$ cat config.mk
export PLATFORM = sky130hd
export DESIGN_NAME = pnf_hash_ram
export DESIGN_NICKNAME = d
export VERILOG_FILES = /design/src/sv/assert_macros.svh /design/src/sv/pnf_hash_ram.sv
export SDC_FILE = /design/constraint.sdc
export NUM_CORES = 2
export LEC_CHECK = 0
export ABC_AREA = 1
export BUFFER_PORTS_ARGS = -buffer_cell sky130_fd_sc_hd__buf_2
export CAP_MARGIN = 25
export CORE_UTILIZATION = 46
export DETAILED_ROUTE_END_ITERATION = 8
export HOLD_SLACK_MARGIN = 0.15
export PLACE_DENSITY = 0.68
export SLEW_MARGIN = 20
export SYNTH_ARGS = -nofsm -noshare
export SYNTH_HDL_FRONTEND = slang
export SYNTH_SLANG_ARGS = --single-unit
$ cat constraint.sdc
create_clock -name clk -period 1.5 [get_ports clk]
set_input_delay 0.15 -clock clk [delete_from_list [all_inputs] [get_ports clk]]
set_output_delay 0.15 -clock clk [all_outputs]
set_load 0.02 [all_outputs]
$ cat src/sv/assert_macros.svh
// Assertion macros used by perlin_noise_2d_fractal.
// No dependencies; define ASSERT_OFF to compile the checks out.
`ifndef ASSERT_MACROS_SVH
`define ASSERT_MACROS_SVH
`ifndef ASSERT_OFF
`define ASSERT_IMPLY(label, clk, rst_n, ante, cons) \
    label: assert property (@(posedge clk) disable iff (!rst_n) (ante) |-> (cons)) \
        else $error("assertion failed");
`define ASSERT_NEXT(label, clk, rst_n, ante, cons) \
    label: assert property (@(posedge clk) disable iff (!rst_n) (ante) |=> (cons)) \
        else $error("assertion failed");
`else
`define ASSERT_IMPLY(label, clk, rst_n, ante, cons)
`define ASSERT_NEXT(label, clk, rst_n, ante, cons)
`endif
`endif

$ cat src/sv/pnf_hash_ram.sv
// Hash table storage: one write port, one read port with registered data.
// Depends on nothing; contents are undefined until written.
module pnf_hash_ram #(
    parameter int TABLE_DEPTH = 256
) (
    input  logic                           clk,
    input  logic                           we,
    input  logic [$clog2(TABLE_DEPTH)-1:0] waddr,
    input  logic [7:0]                     wdata,
    input  logic [$clog2(TABLE_DEPTH)-1:0] raddr,
    output logic [7:0]                     rdata
);

    logic [7:0] hash_mem [TABLE_DEPTH];
    logic [7:0] rdata_reg;

    always_ff @(posedge clk)
    begin
        if (we)
        begin
            hash_mem[waddr] <= wdata;
        end
        rdata_reg <= hash_mem[raddr];
    end

    assign rdata = rdata_reg;

endmodule

==> impl_results.md <==
* Die height at 427.8 um
* Asr flop ratio synth at 0%
* Main flop type after synthesis: edfxtp_1
* Status: complete, but fails checks
* Synth area leaders: edfxtp_1, nand3_1, nand2_1, buf_2, nor2_1
* Chip width at 427.8 um
* Slew @ Worst Pin at 0.5578 ns
* Largest net degree at the start of global routing at 79
* Area grow syn2layout at 21.84%
* Post-synthesis compound-gate area fraction at 0%
* Post-layout net count at 7546
* Yosys cell types at 14
* Synth Warn # at 0
* Max reg flops at 2048
* Period Utilization, post-route at 103.8%
* Yosys reg bits at 2056
* Total Routed Length at 233300 um
* Clock Pin Slew Worst Setup and Hold Paths at 0.06 ns
* Setup CP Type: reg2out
* 1st-pass router iterations at 7
* CP max stage delay at 0.42 ns
* IO Port Bufs at 33
* Max clock buf depth at 3
* Clock share of power at 40.2%
* Clock Tree Root: clkbuf_16
* Synth Area in Simple Gates at 22.95%
* Fin. max-slew vios at 0
* RSZ-0062 raised after global routing: yes
* Crit path capture type: output port
* Synth top cells by count: nand2_1, edfxtp_1, nand3_1
* Net Sw Power at 27.59 mW
* Most numerous cell in the Yosys netlist: nand2_1
* Clk_lat worst skew at 0.84 ns
* DIE AREA at 0.1830 mm2
* Logic pwr share at 7.5%
* Vias in the first global route at 55538
* IO Pins at 34
* Critical Path RT at 1.35 ns
* Setup_tns at -0.3425 ns
* CTS tree: yes
* Layout cell share with drive strength beyond 1 at 19.38%
* Clock sink count at 2056
* Slew HR at 62.82%
* Failing checks: negative setup slack
* Post-synth design cell area at 0.08340 mm2
* Xor-xnor portion of the synthesized cell area at 0%
* Final WS setup at -0.05665 ns
* Max Cap Viol at 0
* Post-route DRC at 0
* Multiplexer share of the synthesized area at 0%
* Post-synth top area share at 73.74%
* Setup Skew at 0.04080 ns
* Critical path's slowest cell: dfxtp_4
* Setup-failing EPs final at 13
* Number of synthesized flops with an enable pin at 2048
* DR vias/cell at 5.715
* Synth area leader: edfxtp_1
* WL per Instance at 23.23 um
* Routed Antenna Nets at 0
* Data arrival, critical path at 1.41 ns
* Fin Hold WS at 0.2192 ns
* Initial antenna violation count at 6
* Critical path cell sequence: buf_6
* Num CTS Buffers at 201
* Largest family of logic cells by synthesized area: simple AND/OR/NAND/NOR gates
* Sequential fraction of the synthesis area at 73.94%
* Sequential share of power at 52.3%
* Fmax at 642.4 MHz
* DRT iter0 DRCs at 6806
* First-pass GRT wire length at 346700 um
* Total track usage at 25.39%
* Pwr Total at 121.3 mW
* VDD IR max at 1.112 mV
* Worst Hold Class: in2reg
* Area of the core at 0.1792 mm2
* Delay-heaviest family, CP: flip-flops
* Synthesized area per cell at 11.91 um2
* Final Hold Viols at 0
* Crit Path Max Fanout at 1
* Cells after Synth at 7003
* Net Sw Frac at 22.75%
* Routability cong. at 0.9088
* Mapped Nets at 7029
* PwrDens at 1194 mW/mm2
* Num rows at 155
* GR Overflow Total at 0
* Synth Area in Adders at 0%
* DR vias at 57392
* Pleak at 36.41 nW
* Internal power at 93.71 mW
* Final Critical Period at 1.557 ns
* Starting Density at 46.54%
* Setup crit start kind: flip-flop
* WP buf/inv at 1
* Post-DP HPWL at 148200 um
* Postcts setup bufs at 0
* H-tree levels at 4
==> power groups by stage <==
stage	Sequential, mW	Combinational, mW	Clock (mW)
2_1_floorplan	64.6	3.93	0
3_3_place_gp	64.6	8.22	0
3_5_place_dp	64.6	8.33	0
4_1_cts	63.4	8.77	49.1
5_1_grt	63.4	9.73	51.4
6_report	63.4	9.15	48.7
==> logic make-up (layout without fill, tap and decap cells) <==
logic type             count (synthesis)  in the layout
buffers and inverters                522           1204
DFF                                 2056           2056
other                                  0              3
and+or+nand+nor                     4425           4425
==> worst min-delay path: stages <==
cell and delay (ns):
buf_2 0.16, buf_4 0.18, nand3_2 0.10, nand3_4 0.11, nand3_4 0.12, nand2_1 0.07, nand2_1 0.06, nand2_1 0.06
==> layout by cell type (no fill, tap or decap), drive strengths merged <==
cell type       n
buf           781
nand2        2123
dlygate4sd3    16
clkinv         92
bufinv         14
edfxtp       2048
nor2          283
inv            46
dfxtp           8
nand3        2019
clkinvlp        4
clkbuf        251
diode           3
==> stage by stage <==
stage / worst slack (ns) / instance area [um2] / util [%] / instances
4_1_cts: -0.1030 / 100600 / 56.16 / 10041
6_report: -0.05665 / 101600 / 56.70 / 10043
3_3_place_gp: -0.9465 / 93020 / 51.91 / 9657
2_1_floorplan: -0.1334 / 83680 / - / 7003
5_1_grt: -0.07659 / 101600 / 56.70 / 10040
3_5_place_dp: -0.9178 / 93020 / 51.91 / 9657
==> layout make-up <==
class                      instances  area (um2)
antenna                            3       7.507
clock buffer                     251        5299
clock inverter                   117        1036
fill                           14072       77590
inverter                          39       180.2
multi-input combinational       4425       21430
sequential                      2056       61690
tap                             2355        2947
timing repair buffer             797        9017
==> path summary, 6_finish.rpt <==
kind | startpoint | end | slack (ns) | cells after the start
worst max-delay path | rdata[3]$_DFF_P_ | rdata[3] | -0.06 | 1
worst min-delay path | raddr[4] | rdata[1]$_DFF_P_ | 0.22 | 8
worst max register to register | hash_mem[49][5]$_DFFE_PP_ | rdata[5]$_DFF_P_ | -0.02 | 11
worst min register to register | hash_mem[228][1]$_DFFE_PP_ | rdata[1]$_DFF_P_ | 1.03 | 10
==> per-layer routing <==
| layer | part of all wire, % | global-route usage [%] | wire length (um) |
|---|---|---|---|
| met5 | 0 | 0 | 0 |
| met4 | 4.2 | 10.81 | 9710 |
| met3 | 9.3 | 4.518 | 21690 |
| met2 | 47 | 40.53 | 110800 |
| met1 | 39 | 34.30 | 91090 |
==> repair_timing <==
| item | CTS | global route |
|---|---|---|
| hold buffers | 16 | 0 |
| pin swaps | 34 | 59 |
| resized for setup | 233 | 181 |
| setup endpoints to repair | 16 | 16 |
| endpoints found under the hold margin | 2494 | 0 |
No activity file was read; power rests on OpenSTA's default activity.
