### src/sv/assert_macros.svh
// Assertion macros used by perlin_noise_2d_fractal.
// No dependencies; define ASSERT_OFF to compile the checks out.
`ifndef ASSERT_MACROS_SVH
`define ASSERT_MACROS_SVH
`ifndef ASSERT_OFF
`define ASSERT_IMPLY(label, clk, rst_n, ante, cons) \
    label: assert property (@(posedge clk) disable iff (!rst_n) (ante) |-> (cons)) \
        else $error("assertion failed");
`define ASSERT_NEXT(label, clk, rst_n, ante, cons) \
    label: assert property (@(posedge clk) disable iff (!rst_n) (ante) |=> (cons)) \
        else $error("assertion failed");
`else
`define ASSERT_IMPLY(label, clk, rst_n, ante, cons)
`define ASSERT_NEXT(label, clk, rst_n, ante, cons)
`endif
`endif

### src/sv/pnf_pkg.sv
// Package for the fractal noise block: fixed-point constants, register
// indexes, divider status type and the gradient select function.
package pnf_pkg;

    localparam int FRAC_BITS = 16;
    localparam int ONE       = 1 << FRAC_BITS;
    localparam int OUT_W     = 16;
    localparam int AMP_W     = 17;
    localparam int AMP_ONE   = 65536;
    localparam int PERS_W    = 16;
    localparam int OCTCFG_W  = 4;
    localparam int MUL_W     = FRAC_BITS + 6;
    localparam int G_W       = FRAC_BITS + 3;
    localparam int E_W       = FRAC_BITS + 4;
    localparam int PW        = FRAC_BITS + 5;
    localparam int FADE_C6   = 6;
    localparam int FADE_C10  = 10;
    localparam int FADE_C15  = 15;
    localparam int GRAD_SEL_W = 3;

    localparam int CFG_IDX_W  = 2;
    localparam int CFG_DATA_W = 16;
    localparam logic [CFG_IDX_W-1:0] REG_OCTAVE_COUNT = 2'd0;
    localparam logic [CFG_IDX_W-1:0] REG_PERSISTENCE  = 2'd1;

    localparam logic [GRAD_SEL_W-1:0] GRAD_X     = 3'd0;
    localparam logic [GRAD_SEL_W-1:0] GRAD_XPY   = 3'd1;
    localparam logic [GRAD_SEL_W-1:0] GRAD_Y     = 3'd2;
    localparam logic [GRAD_SEL_W-1:0] GRAD_YMX   = 3'd3;
    localparam logic [GRAD_SEL_W-1:0] GRAD_NX    = 3'd4;
    localparam logic [GRAD_SEL_W-1:0] GRAD_NXMY  = 3'd5;
    localparam logic [GRAD_SEL_W-1:0] GRAD_NY    = 3'd6;

    typedef struct packed {
        logic busy;
        logic done;
    } div_status_t;

    function automatic logic signed [G_W-1:0] grad(
        input logic [GRAD_SEL_W-1:0] h,
        input logic signed [G_W-1:0] x,
        input logic signed [G_W-1:0] y
    );
        logic signed [G_W-1:0] r;
        case (h)
            GRAD_X:    r = x;
            GRAD_XPY:  r = x + y;
            GRAD_Y:    r = y;
            GRAD_YMX:  r = y - x;
            GRAD_NX:   r = -x;
            GRAD_NXMY: r = -x - y;
            GRAD_NY:   r = -y;
            default:   r = x - y;
        endcase
        return r;
    endfunction

endpackage

### src/sv/pnf_div.sv
// Restoring divider, one quotient bit per cycle, saturating to OUT_W bits.
// Computes floor(num / (2 * den)); depends on pnf_pkg.
module pnf_div #(
    parameter int NUM_W = 39,
    parameter int DEN_W = 20
) (
    input  logic                      clk,
    input  logic                      rst_n,
    input  logic                      start,
    input  logic [NUM_W-1:0]          num,
    input  logic [DEN_W-1:0]          den,
    output pnf_pkg::div_status_t      status,
    output logic [pnf_pkg::OUT_W-1:0] quot
);
    import pnf_pkg::*;

    localparam int DSH_W = DEN_W + OUT_W + 1;
    localparam int RW    = (NUM_W > DSH_W) ? NUM_W : DSH_W;
    localparam int STEPS = OUT_W + 1;
    localparam int CNT_W = $clog2(STEPS + 1);

    logic             busy_reg;
    logic             done_reg;
    logic [CNT_W-1:0] cnt_reg;
    logic [RW-1:0]    rem_reg;
    logic [RW-1:0]    dsh_reg;
    logic [OUT_W:0]   q_reg;

    always_ff @(posedge clk or negedge rst_n)
    begin
        if (!rst_n)
        begin
            busy_reg <= 1'b0;
            done_reg <= 1'b0;
            cnt_reg  <= '0;
        end
        else
        begin
            done_reg <= 1'b0;
            if (start)
            begin
                busy_reg <= 1'b1;
                cnt_reg  <= CNT_W'(STEPS);
            end
            else if (busy_reg)
            begin
                cnt_reg <= cnt_reg - CNT_W'(1);
                if (cnt_reg == CNT_W'(1))
                begin
                    busy_reg <= 1'b0;
                    done_reg <= 1'b1;
                end
            end
        end
    end

    always_ff @(posedge clk)
    begin
        if (start)
        begin
            rem_reg <= RW'(num);
            dsh_reg <= RW'({den, 1'b0}) << OUT_W;
            q_reg   <= '0;
        end
        else if (busy_reg)
        begin
            if (rem_reg >= dsh_reg)
            begin
                rem_reg <= rem_reg - dsh_reg;
                q_reg   <= {q_reg[OUT_W-1:0], 1'b1};
            end
            else
            begin
                q_reg <= {q_reg[OUT_W-1:0], 1'b0};
            end
            dsh_reg <= dsh_reg >> 1;
        end
    end

    assign status.busy = busy_reg;
    assign status.done = done_reg;
    assign quot = q_reg[OUT_W] ? {OUT_W{1'b1}} : q_reg[OUT_W-1:0];

endmodule

### config.mk
export PLATFORM = sky130hd
export DESIGN_NAME = pnf_div
export DESIGN_NICKNAME = d
export VERILOG_FILES = /design/src/sv/assert_macros.svh /design/src/sv/pnf_pkg.sv /design/src/sv/pnf_div.sv
export SDC_FILE = /design/constraint.sdc
export NUM_CORES = 1
export LEC_CHECK = 0
export BUFFER_PORTS_ARGS = -buffer_cell sky130_fd_sc_hd__buf_4
export CORE_MARGIN = 2
export CORE_UTILIZATION = 35
export CTS_BUF_LIST = sky130_fd_sc_hd__clkbuf_4
export DETAILED_ROUTE_END_ITERATION = 8
export GPL_TIMING_DRIVEN = 0
export RECOVER_POWER = 25
export SLEW_MARGIN = 40
export SYNTH_ARGS = -nofsm -noshare
export SYNTH_HDL_FRONTEND = slang
export SYNTH_SLANG_ARGS = --single-unit
### constraint.sdc
create_clock -name clk -period 12 [get_ports clk]
set_input_delay 1.2 -clock clk [delete_from_list [all_inputs] [get_ports clk]]
set_output_delay 1.2 -clock clk [all_outputs]
set_load 0.01 [all_outputs]
==> results by group <==
Status
  • Status: finished, final reports clean

Final layout
  • Fraction of layout cells with a size suffix above 1: 0.1615
  • Max FFs per register: 39
  • Layout Area Growth over Synthesis: 15.99%
  • Nets@finish: 933
  • Fillcell total: 1914
  • Design area: 7597 µm²

Place
  • GP Congestion: 0.8911
  • PortBufs: about 80
  • HPWL Detailed: 13.08 mm
  • Pre-CTS setup slack: a little over 8 ns
  • Placed cell areas: between 7000 and 8000 µm²

Drt
  • Detail Route met2 WL: around 7.7 mm
  • DR vias: ~5500
  • Post-route ant nets: 0
  • DRC: 0
  • Met3 routed WL: between 700 and 800 µm
  • Iteration-0 DRC Markers: between 300 and 400
  • Pre-antenna DRT Iters: 5
  • Final wirelength: around 17 mm
  • Wirelength per Cell: around 16 µm
  • DR top layer: met4
  • M1 wire length: approximately 8.4 mm
  • Vias per cell: about 5.2

Setup path
  • Crit path capture type: flop
  • Crit-path max cell delay: 0.55 ns
  • Crit path launch type: flop
  • WP data required: around 12 ns
  • Slowest cell on crit path: or4_4
  • Worst-path maximum fanout: 12
  • Kind of critical path: reg -> reg
  • WP data arrival: roughly 4.2 ns
  • CP cell instances: inv_1 -> ha_1 -> o211ai_1 -> a21oi_1 -> o31ai_1 -> a21oi_1 -> a211oi_2 -> or4_4 -> a21bo_1 -> a31oi_4 -> buf_8 -> buf_8

Logic synthesis
  • Yosys reg bits: 100
  • Synth area leader: edfxtp_1
  • Cell Area, Synth: roughly 6600 µm²
  • Number of enable flip-flop cells after synthesis: between 50 and 60
  • Yosys top cell area share: 0.2705
  • Top-count cell post-synth: nand2_1
  • Register area share after synthesis: 0.4011
  • Post-Syn Instances: around 740
  • Ys Warns: 0
  • Asr flop ratio synth: 0.07000
  • Top cells by count, synth: nand2_1 (98), nor2_1 (63), edfxtp_1 (59)
  • Synth Flop Type: edfxtp_1
  • Syn_area_per_cell: just under 9 µm²
  • Synth top area cells: edfxtp_1 (27%), dfxtp_1 (10%), ha_1 (7.4%), nand2_1 (5.6%), mux2i_1 (5.2%)
  • Syn_nets: 840
  • Synth unique cells: 63

Timing
  • Worst Tran Pin Value: ~0.73 ns
  • Max-slew violations: 0
  • FMAX: 250.5 MHz
  • Slew Limit Headroom: 0.5151
  • Tmin final: around 4 ns
  • Final Hold Vio Count: 0
  • Clock Skews: just over 0.02 ns
  • Setup TNS: 0 ns
  • Fin crit share: 0.3327
  • # setup viols final: 0
  • RSZ-0062 raised after global routing: no
  • Worst hold slack: between 0.5 and 0.6 ns
  • Fin worst setup slack: 8.007 ns

Floorplanning
  • Die Ht: approximately 140 µm
  • Row cnt: 50
  • Die width: ~140 µm
  • Initial Utilization: 0.3537
  • Core Region: approximately 19000 µm²
  • Die ar.: roughly 20000 µm²
  • Num ports: 80

Clock tree
  • Post-cts resize count: 0
  • Worst-skew pair later-pin latency: 0.50 ns
  • Maximum level of the CTS H-tree: 3
  • CTS Buffer Depth: 2
  • TritonCTS sink count: 100
  • Root Driver: clkbuf_4
  • CTS Buf Count: 9
  • Post-CTS Setup Inserts: 0
  • Worst-path clk slew: between 0.15 and 0.2 ns
  • TritonCTS clock tree: yes
  • Cts hold-fix bufs: 0

Pwr
  • Leakage power: 0.003449 µW
  • Switch share: 0.4586
  • Pwr/cell area: around 250 nW/µm²
  • Sequential power share: 0.292
  • Comb pwr share: 0.611
  • P_int: 1025 µW
  • Clock share of power: 0.098
  • VDD IR max: between 0.07 and 0.08 mV
  • Switching pwr: approximately 870 µW

Global routing
  • Grt ovf: 0
  • First-pass GRT wire length: 27.78 mm
  • Largest net degree at the start of global routing: 21
  • Number of global-route vias before repair: between 5000 and 6000
  • Tot GR Track Use: 0.1767
  • Initial antenna violation count: 1

Hold path
  • Hold WC Path Type: reg -> reg

Run
  • Max cap viols: 0
[metal layers]
| metal | up-vias | GRT usage |
|---|---|---|
| li1 | 2800 | - |
| met1 | 2563 | 0.2533 |
| met2 | 144 | 0.2770 |
| met3 | 17 | 0.02751 |
| met4 | 0 | 0.05053 |
| met5 | - | 0 |
[cell families (layout without fill, tap and decap cells)]
| group | Yosys count | in the layout | synth area share |
|---|---|---|---|
| muxes | 38 | 38 | 0.05883 |
| xor gates and xnor gates | 32 | 32 | 0.04279 |
| DFF | 100 | 100 | 0.4011 |
| buffers and inverters | 90 | 188 | 0.05291 |
| other | 0 | 1 | 0 |
| AOI/OAI and AO/OA | 193 | 193 | 0.1952 |
| adders and majority gates | 40 | 40 | 0.07756 |
| and+or+nand+nor | 245 | 245 | 0.1715 |
[power groups by stage]
| stage | logic (µW) | registers, µW | clock network [µW] |
|---|---|---|---|
| after floorplan | 884 | 547 | 0 |
| after global placement | 1130 | 561 | 0 |
| after detailed placement | 1150 | 561 | 0 |
| after CTS | 1160 | 552 | 192 |
| after global routing | 1290 | 564 | 203 |
| final | 1160 | 552 | 185 |
[area by class of cell]
| type | count | area [µm²] | area share |
|---|---|---|---|
| buffer | 37 | 147.6 | 0.01943 |
| sequential | 100 | 2628 | 0.3458 |
| inverter | 53 | 198.9 | 0.02619 |
| clock buffer | 9 | 67.56 | 0.008893 |
| antenna | 1 | 2.502 | 0.0003294 |
| multi-input combinational | 548 | 3566 | 0.4694 |
| tap | 234 | 292.8 | 0.03854 |
| timing repair buffer | 82 | 630.6 | 0.08300 |
| clock inverter | 7 | 63.81 | 0.008399 |
[metrics by stage]
step | util | cells | power, µW
final | 0.4103 | 1071 | 1893
after CTS | 0.4119 | 1070 | 1905
after global placement | 0.4016 | 1051 | 1692
after global routing | 0.4103 | 1071 | 2061
after detailed placement | 0.4048 | 1054 | 1715
after floorplan | - | 738 | 1431
[worst max-delay path: cells and delay by family, from the launching register on]
family	cells	cell delay [ns]
AO/OA/AOI/OAI	7	1.95
AND/OR/NAND/NOR	1	0.55
buffers and inverters	3	0.43
flip-flops	1	0.41
adder cells (fa/ha/maj)	1	0.38
[worst paths after layout]
kind	end	depth (start not counted)	slack [ns]	from
max in group asynchronous	busy_reg$_DFF_PN0_	1	11.14	rst_n
max reg2reg	rem_reg[33]$_DFFE_PP_	12	8.01	dsh_reg[4]$_SDFFE_PP0P_
min	q_reg[12]$_SDFFE_PP0P_	2	0.54	q_reg[12]$_SDFFE_PP0P_
min reg2reg	q_reg[12]$_SDFFE_PP0P_	2	0.54	q_reg[12]$_SDFFE_PP0P_
max	rem_reg[33]$_DFFE_PP_	12	8.01	dsh_reg[4]$_SDFFE_PP0P_
min in group asynchronous	done_reg$_DFF_PN0_	1	0.57	rst_n
[layout by cell type (no fill, tap or decap), drive strengths merged, types with 34 or more instances in the layout]
cell and n:
a21oi 47, buf 88, clkbuf 40, dfxtp 34, edfxtp 59, ha 39
inv 58, mux2i 34, nand2 98, nor2 63, o21ai 63
No activity file was read; power rests on OpenSTA's default activity.
